<file path="config.mk">
export PLATFORM = sky130hd
export DESIGN_NAME = breakpoint_slot_pool_unit
export DESIGN_NICKNAME = d
export VERILOG_FILES = /design/src/sv/bpsp_pkg.sv /design/src/sv/bpsp_cell.sv /design/src/sv/breakpoint_slot_pool_unit.sv
export SDC_FILE = /design/constraint.sdc
export NUM_CORES = 2
export LEC_CHECK = 0
export BUFFER_PORTS_ARGS = -buffer_cell sky130_fd_sc_hd__buf_2
export CORE_ASPECT_RATIO = 0.8
export CORE_MARGIN = 2
export CORE_UTILIZATION = 35
export CTS_CLUSTER_SIZE = 14
export DETAILED_ROUTE_END_ITERATION = 7
export GPL_TIMING_DRIVEN = 0
export PLACE_DENSITY = 0.46
export SLEW_MARGIN = 20
export SYNTH_ARGS = -nofsm -noshare
export SYNTH_HDL_FRONTEND = slang
export SYNTH_SLANG_ARGS = --single-unit
</file>
<file path="constraint.sdc">
create_clock -name clk_i -period 5.5 [get_ports clk_i]
set_input_delay 0 -clock clk_i [delete_from_list [all_inputs] [get_ports clk_i]]
set_output_delay 0 -clock clk_i [all_outputs]
set_load 0.01 [all_outputs]
</file>
<file path="src/sv/bpsp_pkg.sv">
// Shared types, codes and width helpers for the breakpoint slot pool.
`timescale 1ns / 1ps

package bpsp_pkg;

  // Default sizing
  localparam int unsigned SLOTS_DEF      = 32;
  localparam int unsigned ADDR_WIDTH_DEF = 32;

  // Field widths fixed by the interface
  localparam int unsigned OPCODE_W = 2;
  localparam int unsigned ADDR_IN_W = 32;
  localparam int unsigned SLOT_NUM_W = 5;

  // Operation codes (code 3 is unused and ignored)
  typedef enum logic [OPCODE_W-1:0] {
    OP_ALLOC = 2'd0,
    OP_FREE  = 2'd1,
    OP_CHECK = 2'd2
  } bpsp_op_e;

  // Per-cycle control broadcast to every cell
  typedef struct packed {
    logic sample;    // capture match flags for the item being accepted
    logic is_check;  // match on address rather than slot number
    logic alloc;     // append the new slot at the end of the active order
    logic remove;    // drop the matching slot and close the gap
    logic push;      // push a slot onto the free stack
    logic pop;       // pop the top of the free stack
  } bpsp_ctl_t;

  // Bits needed for a slot number
  function automatic int unsigned slot_w(input int unsigned n);
    return (n > 1) ? $clog2(n) : 1;
  endfunction

  // Bits needed for a count from 0 to n
  function automatic int unsigned cnt_w(input int unsigned n);
    return $clog2(n + 1);
  endfunction

endpackage

</file>
<file path="src/sv/bpsp_cell.sv">
// One cell of the slot pool: a free-stack entry and an active-order entry.
`timescale 1ns / 1ps

module bpsp_cell #(
  parameter int unsigned SLOTS      = bpsp_pkg::SLOTS_DEF,
  parameter int unsigned ADDR_WIDTH = bpsp_pkg::ADDR_WIDTH_DEF,
  parameter int unsigned IDX        = 0
) (
  input  logic                                 clk_i,
  input  logic                                 rst_ni,
  input  bpsp_pkg::bpsp_ctl_t                  ctl_i,
  input  logic [bpsp_pkg::cnt_w(SLOTS)-1:0]    act_cnt_i,
  input  logic [ADDR_WIDTH-1:0]                cmp_addr_i,
  input  logic [bpsp_pkg::SLOT_NUM_W-1:0]      cmp_num_i,
  input  logic [ADDR_WIDTH-1:0]                new_addr_i,
  input  logic [bpsp_pkg::slot_w(SLOTS)-1:0]   new_slot_i,
  // free stack neighbours: below is nearer the top
  input  logic [bpsp_pkg::slot_w(SLOTS)-1:0]   fs_above_i,
  input  logic [bpsp_pkg::slot_w(SLOTS)-1:0]   fs_below_i,
  output logic [bpsp_pkg::slot_w(SLOTS)-1:0]   fs_o,
  // active order neighbour one place more recent
  input  logic                                 nxt_vld_i,
  input  logic [bpsp_pkg::slot_w(SLOTS)-1:0]   nxt_slot_i,
  input  logic [ADDR_WIDTH-1:0]                nxt_addr_i,
  output logic                                 act_vld_o,
  output logic [bpsp_pkg::slot_w(SLOTS)-1:0]   act_slot_o,
  output logic [ADDR_WIDTH-1:0]                act_addr_o,
  // removal chain, from older cells upwards
  input  logic                                 rm_i,
  output logic                                 rm_o,
  // hit chain, from newer cells downwards
  input  logic                                 hit_i,
  input  logic [bpsp_pkg::slot_w(SLOTS)-1:0]   hit_slot_i,
  output logic                                 hit_o,
  output logic [bpsp_pkg::slot_w(SLOTS)-1:0]   hit_slot_o
);
  import bpsp_pkg::*;

  localparam int unsigned SW  = slot_w(SLOTS);
  localparam int unsigned CNW = cnt_w(SLOTS);
  localparam int unsigned CW  = (SW > SLOT_NUM_W) ? SW : SLOT_NUM_W;

  logic [SW-1:0]         fs_q, fs_d;
  logic                  vld_q, vld_d;
  logic [SW-1:0]         slot_q, slot_d;
  logic [ADDR_WIDTH-1:0] addr_q, addr_d;
  logic                  mat_q, mat_d;
  logic                  here;
  logic                  shift;

  // Match flag, taken when the item is accepted
  always_comb begin
    mat_d = mat_q;
    if (ctl_i.sample) begin
      if (ctl_i.is_check) begin
        mat_d = vld_q && (addr_q == cmp_addr_i);
      end else begin
        mat_d = vld_q && (CW'(slot_q) == CW'(cmp_num_i));
      end
    end
  end

  // Free stack entry: pop pulls from above, push pushes from below
  always_comb begin
    fs_d = fs_q;
    if (ctl_i.pop) begin
      fs_d = fs_above_i;
    end else if (ctl_i.push) begin
      fs_d = fs_below_i;
    end
  end

  // Active entry: load on allocate, or close the gap on removal
  assign here  = ctl_i.alloc && (act_cnt_i == CNW'(IDX));
  assign shift = ctl_i.remove && (rm_i || mat_q);

  always_comb begin
    vld_d  = vld_q;
    slot_d = slot_q;
    addr_d = addr_q;
    if (here) begin
      vld_d  = 1'b1;
      slot_d = new_slot_i;
      addr_d = new_addr_i;
    end else if (shift) begin
      vld_d  = nxt_vld_i;
      slot_d = nxt_slot_i;
      addr_d = nxt_addr_i;
    end
  end

  // Control state
  always_ff @(posedge clk_i or negedge rst_ni) begin
    if (!rst_ni) begin
      fs_q  <= SW'(IDX);
      vld_q <= 1'b0;
      mat_q <= 1'b0;
    end else begin
      fs_q  <= fs_d;
      vld_q <= vld_d;
      mat_q <= mat_d;
    end
  end

  // Payload
  always_ff @(posedge clk_i) begin
    slot_q <= slot_d;
    addr_q <= addr_d;
  end

  // Chains
  assign rm_o       = rm_i || mat_q;
  assign hit_o      = hit_i || mat_q;
  assign hit_slot_o = hit_i ? hit_slot_i : (mat_q ? slot_q : '0);

  assign fs_o       = fs_q;
  assign act_vld_o  = vld_q;
  assign act_slot_o = slot_q;
  assign act_addr_o = addr_q;

endmodule

</file>
<file path="src/sv/breakpoint_slot_pool_unit.sv">
// Top level of the breakpoint slot pool: item stage, counters and the row of cells.
//
//   channel | direction | handshake                  | payload
//   --------+-----------+----------------------------+--------------------------------------
//   in      | input     | in_valid_i / in_stall_o    | opcode_i, address_i, slot_number_i
//   out     | output    | out_valid_o / out_stall_i  | success_o, result_slot_o
//
// On acceptance of an item every cell registers its match flag; when the item
// executes, the removal, hit and free-stack chains ripple through the
// row of cells, state updates and the result is registered.
// The item stage is held, with no state change, while the output register
// holds a result that is stalled; in_stall_o is high while an item is held.
// Reset is immediate: the free stack resets to 0 on top, no clearing pass.
`timescale 1ns / 1ps

module breakpoint_slot_pool_unit #(
  parameter int unsigned SLOTS      = bpsp_pkg::SLOTS_DEF,
  parameter int unsigned ADDR_WIDTH = bpsp_pkg::ADDR_WIDTH_DEF
) (
  input  logic                              clk_i,
  input  logic                              rst_ni,
  input  logic                              in_valid_i,
  output logic                              in_stall_o,
  input  logic [bpsp_pkg::OPCODE_W-1:0]     opcode_i,
  input  logic [bpsp_pkg::ADDR_IN_W-1:0]    address_i,
  input  logic [bpsp_pkg::SLOT_NUM_W-1:0]   slot_number_i,
  output logic                              out_valid_o,
  input  logic                              out_stall_i,
  output logic                              success_o,
  output logic [bpsp_pkg::SLOT_NUM_W-1:0]   result_slot_o
);
  import bpsp_pkg::*;

  localparam int unsigned SW  = slot_w(SLOTS);
  localparam int unsigned CNW = cnt_w(SLOTS);

  // Item stage
  logic                  busy_q, busy_d;
  logic [OPCODE_W-1:0]   op_q;
  logic [SLOT_NUM_W-1:0] num_q;
  logic [ADDR_WIDTH-1:0] addr_q;
  logic [ADDR_WIDTH-1:0] addr_in;
  logic                  accept;
  logic                  exec;

  // Counters
  logic [CNW-1:0] free_cnt_q, free_cnt_d;
  logic [CNW-1:0] act_cnt_q, act_cnt_d;

  // Output register
  logic                  out_vld_q, out_vld_d;
  logic                  succ_q, succ_d;
  logic [SLOT_NUM_W-1:0] rslot_q, rslot_d;

  // Chains
  bpsp_ctl_t             ctl;
  logic [SW-1:0]         fs       [SLOTS];
  logic                  act_vld  [SLOTS];
  logic [SW-1:0]         act_slot [SLOTS];
  logic [ADDR_WIDTH-1:0] act_addr [SLOTS];
  logic                  rm       [SLOTS+1];
  logic                  hit      [SLOTS+1];
  logic [SW-1:0]         hit_slot [SLOTS+1];

  logic alloc_ok;
  logic found;

  assign addr_in = ADDR_WIDTH'(address_i);

  // Handshake
  assign in_stall_o = busy_q;
  assign accept     = in_valid_i && !busy_q;
  assign exec       = busy_q && (!out_vld_q || !out_stall_i);

  assign alloc_ok = (op_q == OP_ALLOC) && (free_cnt_q != '0);
  assign found    = rm[SLOTS];

  // Broadcast control
  always_comb begin
    ctl          = '0;
    ctl.sample   = accept;
    ctl.is_check = (opcode_i == OP_CHECK);
    ctl.alloc    = exec && alloc_ok;
    ctl.pop      = exec && alloc_ok;
    ctl.remove   = exec && (op_q == OP_FREE) && found;
    ctl.push     = exec && (op_q == OP_FREE) && found;
  end

  // Chain ends
  assign rm[0]           = 1'b0;
  assign hit[SLOTS]      = 1'b0;
  assign hit_slot[SLOTS] = '0;

  // Row of cells
  for (genvar k = 0; k < SLOTS; k++) begin : g_cell
    logic [SW-1:0]         fs_above;
    logic [SW-1:0]         fs_below;
    logic                  nxt_vld;
    logic [SW-1:0]         nxt_slot;
    logic [ADDR_WIDTH-1:0] nxt_addr;

    if (k == 0) begin : g_bot
      assign fs_below = SW'(num_q);
    end else begin : g_mid_b
      assign fs_below = fs[k-1];
    end

    if (k == SLOTS - 1) begin : g_top
      assign fs_above = '0;
      assign nxt_vld  = 1'b0;
      assign nxt_slot = '0;
      assign nxt_addr = '0;
    end else begin : g_mid_t
      assign fs_above = fs[k+1];
      assign nxt_vld  = act_vld[k+1];
      assign nxt_slot = act_slot[k+1];
      assign nxt_addr = act_addr[k+1];
    end

    bpsp_cell #(
      .SLOTS      (SLOTS),
      .ADDR_WIDTH (ADDR_WIDTH),
      .IDX        (k)
    ) u_cell (
      .clk_i      (clk_i),
      .rst_ni     (rst_ni),
      .ctl_i      (ctl),
      .act_cnt_i  (act_cnt_q),
      .cmp_addr_i (addr_in),
      .cmp_num_i  (slot_number_i),
      .new_addr_i (addr_q),
      .new_slot_i (fs[0]),
      .fs_above_i (fs_above),
      .fs_below_i (fs_below),
      .fs_o       (fs[k]),
      .nxt_vld_i  (nxt_vld),
      .nxt_slot_i (nxt_slot),
      .nxt_addr_i (nxt_addr),
      .act_vld_o  (act_vld[k]),
      .act_slot_o (act_slot[k]),
      .act_addr_o (act_addr[k]),
      .rm_i       (rm[k]),
      .rm_o       (rm[k+1]),
      .hit_i      (hit[k+1]),
      .hit_slot_i (hit_slot[k+1]),
      .hit_o      (hit[k]),
      .hit_slot_o (hit_slot[k])
    );
  end

  // Item stage and counters
  always_comb begin
    busy_d     = busy_q;
    free_cnt_d = free_cnt_q;
    act_cnt_d  = act_cnt_q;
    if (accept) begin
      busy_d = 1'b1;
    end else if (exec) begin
      busy_d = 1'b0;
    end
    if (ctl.alloc) begin
      free_cnt_d = free_cnt_q - 1'b1;
      act_cnt_d  = act_cnt_q + 1'b1;
    end else if (ctl.remove) begin
      free_cnt_d = free_cnt_q + 1'b1;
      act_cnt_d  = act_cnt_q - 1'b1;
    end
  end

  // Result selection and output register
  always_comb begin
    out_vld_d = out_vld_q;
    succ_d    = succ_q;
    rslot_d   = rslot_q;
    if (out_vld_q && !out_stall_i) begin
      out_vld_d = 1'b0;
    end
    if (exec) begin
      out_vld_d = 1'b1;
      succ_d    = 1'b0;
      rslot_d   = '0;
      case (op_q)
        OP_ALLOC: begin
          succ_d  = alloc_ok;
          rslot_d = alloc_ok ? SLOT_NUM_W'(fs[0]) : '0;
        end
        OP_FREE: begin
          succ_d  = found;
          rslot_d = found ? num_q : '0;
        end
        OP_CHECK: begin
          succ_d  = hit[0];
          rslot_d = hit[0] ? SLOT_NUM_W'(hit_slot[0]) : '0;
        end
        default: begin
          succ_d  = 1'b0;
          rslot_d = '0;
        end
      endcase
    end
  end

  // Control registers
  always_ff @(posedge clk_i or negedge rst_ni) begin
    if (!rst_ni) begin
      busy_q     <= 1'b0;
      free_cnt_q <= CNW'(SLOTS);
      act_cnt_q  <= '0;
      out_vld_q  <= 1'b0;
    end else begin
      busy_q     <= busy_d;
      free_cnt_q <= free_cnt_d;
      act_cnt_q  <= act_cnt_d;
      out_vld_q  <= out_vld_d;
    end
  end

  // Payload registers
  always_ff @(posedge clk_i) begin
    if (accept) begin
      op_q   <= opcode_i;
      num_q  <= slot_number_i;
      addr_q <= addr_in;
    end
    succ_q  <= succ_d;
    rslot_q <= rslot_d;
  end

  assign out_valid_o   = out_vld_q;
  assign success_o     = succ_q;
  assign result_slot_o = rslot_q;

  // Every slot is either free or active
  a_slot_total : assert property (@(posedge clk_i) disable iff (!rst_ni)
    ((CNW+1)'(free_cnt_q) + (CNW+1)'(act_cnt_q)) == (CNW+1)'(SLOTS))
    else $error("free and active counts do not add up to the pool size");

  // A new result only follows a held item
  a_result_src : assert property (@(posedge clk_i) disable iff (!rst_ni)
    $rose(out_vld_q) |-> $past(busy_q))
    else $error("result produced with no item held");

  // A successful allocate grows the active order by one
  a_alloc_cnt : assert property (@(posedge clk_i) disable iff (!rst_ni)
    ctl.alloc |=> (act_cnt_q == $past(act_cnt_q) + 1'b1))
    else $error("active count did not advance on allocate");

  // Removal and allocate never coincide
  a_one_update : assert property (@(posedge clk_i) disable iff (!rst_ni)
    !(ctl.alloc && ctl.remove))
    else $error("allocate and remove in the same cycle");

endmodule

</file>
* Word-level counts from Yosys, hierarchy flattened
Index checks and enable logic that the tools add are counted.
** Operators by class
- Reduce and logical (&&, ||, !) cells :: 239
- Multiplexer cells :: 363
- Add/sub/neg operators :: 4
- Eq/ne operators :: 98
** Operator list (number)
- two-way mux 32 bit :: 64
- == test 32 bit :: 32
- two-way mux 5 bit :: 193
- == test 5 bit :: 32
- logical AND 1 bit :: 135
- two-way mux 1 bit :: 100
- == test 6 x 5 -> 1 bit, second input constant :: 16
- nonzero test 2 bit :: 35
- logical OR 1 bit :: 63
- == test 6 x 4 -> 1 bit, second input constant :: 8
- == test 6 x 3 -> 1 bit, second input constant :: 4
- two-way mux 6 bit :: 4
- one-hot mux 5 bit (3 select lines) :: 1
- adder 6 x 1 -> 6 bit, second input constant :: 2
- == test 6 x 2 -> 1 bit, second input constant :: 2
- subtractor 6 x 1 -> 6 bit, second input constant :: 2
- == test 6 x 1 -> 1 bit, second input constant :: 1
- logical NOT 6 bit :: 1
- nonzero test 6 bit :: 1
- == test 2 bit, second input constant :: 2
- logical NOT 1 bit :: 3
- one-hot mux 1 bit (3 select lines) :: 1
- == test 2 x 1 -> 1 bit, second input constant :: 1
- logical NOT 2 bit :: 1
** Storage, ports and cells
- Flip-flop bits (word level) :: 1467
- Input bits :: 43

* Longest topological paths before layout
- Word-level depth :: 35
- Mapped depth :: 13
- Depth with buffers taken out :: 10

* By module
Synthesis repeated with hierarchy kept, for this count alone.
** Second synthesis, totals
- Cell total of the unflattened synthesis :: 5648
- Area total of the unflattened synthesis :: 79184.7 um^2
** By module, submodules not included
- bpsp_cell (g_cell[11].u_cell ...) :: cells each 171, times used 6, area an instance 2402.3 um^2
- bpsp_cell (g_cell[10].u_cell ...) :: cells each 172, times used 4, area an instance 2399.8 um^2
- bpsp_cell (g_cell[1].u_cell ...) :: cells each 172, times used 4, area an instance 2397.3 um^2
- bpsp_cell (g_cell[17].u_cell ...) :: cells each 171, times used 4, area an instance 2396.0 um^2
- bpsp_cell (g_cell[23].u_cell ...) :: cells each 172, times used 4, area an instance 2373.5 um^2
- bpsp_cell (g_cell[12].u_cell ...) :: cells each 173, times used 2, area an instance 2401.1 um^2
- bpsp_cell (g_cell[13].u_cell ...) :: cells each 171, times used 2, area an instance 2397.3 um^2
- bpsp_cell (g_cell[31].u_cell) :: cells each 171, times used 1, area an instance 2556.2 um^2
- bpsp_cell (g_cell[0].u_cell) :: cells each 172, times used 1, area an instance 2399.8 um^2
- bpsp_cell (g_cell[28].u_cell) :: cells each 172, times used 1, area an instance 2398.6 um^2
- bpsp_cell (g_cell[15].u_cell) :: cells each 171, times used 1, area an instance 2396.0 um^2
- bpsp_cell (g_cell[16].u_cell) :: cells each 171, times used 1, area an instance 2388.5 um^2
- bpsp_cell (g_cell[19].u_cell) :: cells each 171, times used 1, area an instance 2386.0 um^2
- breakpoint_slot_pool_unit :: cells each 158, times used 1, area an instance 2382.3 um^2

* Worst setup path before layout
Ideal clock, no wire load.
- Path kind :: register to register
- Start point :: register free_cnt_q[5]
- End point :: register g_cell[20].u_cell.addr_q[0], enable pin
- Data arrival time :: 4030 ps
- Path slack :: 987 ps
- Cell stages (with the launch flop) :: 7
- Setup time :: 483 ps
- Period minus slack after synthesis :: 4513 ps
- Cells stage by stage :: dfstp_2 nor4_1 a2111o_1 buf_6 inv_4 nand3b_2 o21ai_0
** Between the ends
- Longest elaborated chain between the ends :: 5
** Ends and longest elaborated chain
- start: declaration :: RTL line breakpoint_slot_pool_unit.sv:47 : logic [CNW-1:0] free_cnt_q, free_cnt_d;
- start signal: assignment :: RTL line breakpoint_slot_pool_unit.sv:207 : free_cnt_q <= CNW'(SLOTS);
- start signal: assignment :: RTL line breakpoint_slot_pool_unit.sv:212 : free_cnt_q <= free_cnt_d;
- nonzero test 6 bit :: RTL line breakpoint_slot_pool_unit.sv:75 : assign alloc_ok = (op_q == OP_ALLOC) && (free_cnt_q != '0);
- logical AND 1 bit :: RTL line breakpoint_slot_pool_unit.sv:75
- logical AND 1 bit :: RTL line breakpoint_slot_pool_unit.sv:83 : ctl.alloc = exec && alloc_ok;
- logical AND 1 bit :: RTL line bpsp_cell.sv:74 : assign here = ctl_i.alloc && (act_cnt_i == CNW'(IDX));
- nonzero test 2 bit (no source line)
- end signal: assignment :: RTL line bpsp_cell.sv:108 : addr_q <= addr_d;
- end: declaration :: RTL line bpsp_cell.sv:46 : logic [ADDR_WIDTH-1:0] addr_q, addr_d;
No other way between the ends.
A chain may end at the register's enable or synchronous reset.

* Final worst setup path
- Start point :: register g_cell[16].u_cell.mat_q
- End point :: register g_cell[27].u_cell.addr_q[19], enable pin
** Between the ends
- Longest elaborated chain between the ends :: 19
** Ends and longest elaborated chain
- start: declaration :: RTL line bpsp_cell.sv:47 : logic mat_q, mat_d;
- start signal: assignment :: RTL line bpsp_cell.sv:101 : mat_q <= mat_d;
- logical OR 1 bit * (11 in a row) :: RTL line bpsp_cell.sv:112 : assign rm_o = rm_i || mat_q;
- logical OR 1 bit * :: RTL line bpsp_cell.sv:75, bpsp_cell.sv:112
- logical OR 1 bit (4 in a row) :: RTL line bpsp_cell.sv:112
- logical AND 1 bit :: RTL line breakpoint_slot_pool_unit.sv:85 : ctl.remove = exec && (op_q == OP_FREE) && found;
- logical AND 1 bit * :: RTL line bpsp_cell.sv:75 : assign shift = ctl_i.remove && (rm_i || mat_q);
- nonzero test 2 bit (no source line) *
- end signal: assignment :: RTL line bpsp_cell.sv:108
- end: declaration :: RTL line bpsp_cell.sv:46
Mark *: on every way between the ends. The rest lies on a longest branch, timed or not.

==> flow_metrics.tcl <==
set metrics [dict create \
    cts.path.max_buffers 4 \
    io_buffer_count 50 \
    antenna_found_initial 16 \
    final_layout_size_suffix_gt1_share_pct 29.25 \
    min_period_ns 5.274 \
    crit_arrival_ns 5.87 \
    worstMarginPinSlew_ns 1.278 \
    max_slew_margin_pct 14.81 \
    final_hold_viol_count 0 \
    status "completed" \
    min_period_over_period_pct 95.88 \
    die_h_um 426.8 \
    synthArstFlopShare_pct 16.22 \
    grt_pass1_wl_um 500100 \
    post-route-util_pct 40.72 \
    crit_type "register to register" \
    ys_seq_area_share_pct 54.94 \
    power.density_nw_per_um2 318.7 \
    htreeDepth 4 \
    coreArea_um2 222600 \
    place_congestion 0.9759 \
    wl_met2_um 149800 \
    final_common_cell "edfxtp_1" \
    hold_class "primary input to register" \
    vdd.ir_drop.worst_mv 0.2359 \
    grt_max_degree 92 \
    topRoutingLayerUsed "met5" \
    setup_viol 0 \
    met3_length_um 43470 \
    dieArea_um2 227300 \
    clock_latency_ns 0.88 \
    drc 0 \
    drt_pass1_iterations 6 \
    final_area_um2 90650 \
    drtIter0Drc 9365 \
    cts_tree "done" \
    syn-num-nets 6184 \
    path_clk_slew_ns 0.07 \
    seq_area_um2 42960 \
    yosys.cell_types.count 72 \
    multi_input_area_um2 33100 \
    skew_ns 0.04917 \
    max_freq_mhz 189.6 \
    start_util_pct 35.12 \
    placementRows 155 \
    nFillCells 21280 \
    worst_setup_path_end_kind "register" \
    syn_area_per_cell_um2 12.75 \
    grt_overflow 0 \
    hpwl_um 293500 \
    synth_edf_count 1229 \
    cap_viol_max_count 0 \
    final_cell_mix "edfxtp_1, mux2_2, xnor2_1" \
    pin_count 51 \
    postCtsHoldBufs 74 \
    nNetsFinal 6572 \
    synth-main-ff-cell "edfxtp_1" \
    netlist_area_um2 78200 \
    grt_use_total_pct 33.00 \
    vias 56710 \
    cts_inserted_buffers 175 \
    final_max_slew_viol_count 0 \
    cp_max_fo 21 \
    wirelength_um 385800 \
    synth_warnings 0 \
    routed_via_density 5.886 \
    postCtsSetupRepairBufs 0 \
    clk_root_buffer_cell "clkbuf_16" \
    chipWidth_um 532.5 \
    rsz0062_at_grt "no" \
    syn2layout_area_growth_pct 15.93 \
    critPathLaunchType "register" \
    cts_sinks 1467 \
    synthCells 6131 \
    placed_cell_area_um2 84580 \
    leakage_nw 31.34 \
    ant_nets 0 \
    total_power_mw 28.89 \
    crit_required_ns 6.10 \
    wl_per_cell_um 40.03 \
    grt_pass1_vias 52990 \
    drt-met1-wl_um 173900 \
    cts_resized 0 \
    ys_seq_elements 1467 \
]
-- worst paths after layout --
check / startpoint / to / slack [ns] / depth (start not counted)
setup / recovery: g_cell[16].u_cell.mat_q / g_cell[27].u_cell.act_addr_o[19] / 0.23 / 7
hold / removal: address_i[28] / addr_q[28] / 0.03 / 2
setup reg to reg: g_cell[16].u_cell.mat_q / g_cell[27].u_cell.act_addr_o[19] / 0.23 / 7
hold reg to reg: g_cell[31].u_cell.fs_o[4] / g_cell[31].u_cell.fs_o[4] / 0.47 / 2
max in group asynchronous: rst_ni / free_cnt_q[3] / 4.43 / 4
min in group asynchronous: rst_ni / g_cell[5].u_cell.fs_o[0] / 0.47 / 3
-- metrics by stage --
stage | setup TNS [ns] | std cells | worst slack, ns | hold WS [ns]
6_report | 0 | 9636 | 0.2264 | 0.03172
5_1_grt | 0 | 9626 | 0.2236 | 0.02900
4_1_cts | 0 | 9626 | 0.4967 | 0.01491
3_5_place_dp | 0 | 9251 | 0.5545 | 0.02640
3_3_place_gp | -1002.47 | 9164 | -2.755 | 0.1932
2_1_floorplan | 0 | 6131 | 0.9873 | -0.2956
-- worst max-delay path, cell delays in order, from the launching register on --
cell     delay [ns]
dfrtp_1        0.48
nor4_1         1.08
nand3_1        0.63
o31ai_4        0.90
buf_4          0.45
buf_2          0.73
o22ai_4        0.42
buf_16         0.29
-- flip-flops by register name, summed over array words and instances (netlist names) --
signal,flops
g_cell.u_cell.act_addr_o,1024
op_q,2
out_valid_o,1
g_cell.u_cell.mat_q,32
free_cnt_q,6
in_stall_o,1
g_cell.u_cell.fs_o,160
g_cell.u_cell.act_vld_o,32
addr_q,32
act_cnt_q,6
success_o,1
g_cell.u_cell.act_slot_o,160
g_cell.fs_below,5
result_slot_o,5
-- cells by family after synthesis --
logic type / after synthesis / share of synthesized area, %
XOR/XNOR: 1194 / 13.37
AO/OA/AOI/OAI: 296 / 2.312
flip-flops: 1467 / 54.94
AND/OR/NAND/NOR: 1443 / 9.198
buffers and inverters: 558 / 3.163
adder cells (fa/ha/maj): 10 / 0.1696
multiplexers: 1163 / 16.84
-- power by group --
part	switching, mW	internal [mW]	total (mW)
logic	3.42	1.08	4.50
clock network	5.05	6.35	11.4
registers	0.492	12.5	13.0
total	8.96	19.9	28.9
-- cell type report --
class                           instances  area share, %
Inverter                               41         0.1725
Sequential cell                      1467          47.39
Multi-Input combinational cell       4106          36.51
Timing Repair Buffer                  211          3.227
Antenna cell                           10        0.02760
Buffer                                517          2.736
Tap cell                             2983          4.117
Clock inverter                         57         0.4279
Clock buffer                          244          5.391
-- metal layers --
layer	GRT usage, %	vias to the layer above
met4	13.70	4
met2	43.97	3708
met1	49.49	29390
li1	-	23090
met3	8.957	525
met5	0	-
-- Yosys cell counts (12+ instances only) --
cell type | count | share of area, %
nand2_1 | 488 | 2.3
dfstp_2 | 81 | 2.7
buf_2 | 124 | 0.79
clkbuf_1 | 273 | 1.3
edfxtp_1 | 1229 | 47
nor4_1 | 171 | 1.4
buf_6 | 17 | 0.24
a21oi_1 | 96 | 0.61
a221oi_1 | 12 | 0.13
mux2_2 | 1101 | 16
nor2_1 | 60 | 0.29
nand3_1 | 357 | 2.3
nand4_1 | 162 | 1.3
mux2i_1 | 23 | 0.29
xnor2_1 | 612 | 6.9
xor2_1 | 582 | 6.5
buf_4 | 25 | 0.24
inv_1 | 39 | 0.19
buf_1 | 78 | 0.37
and3_1 | 47 | 0.38
dfrtp_1 | 157 | 5.0
mux2_4 | 28 | 0.54
nor3_1 | 78 | 0.50
nor2b_1 | 16 | 0.13
o31ai_1 | 12 | 0.12
o21ai_0 | 91 | 0.58
No activity file was read; power rests on OpenSTA's default activity.
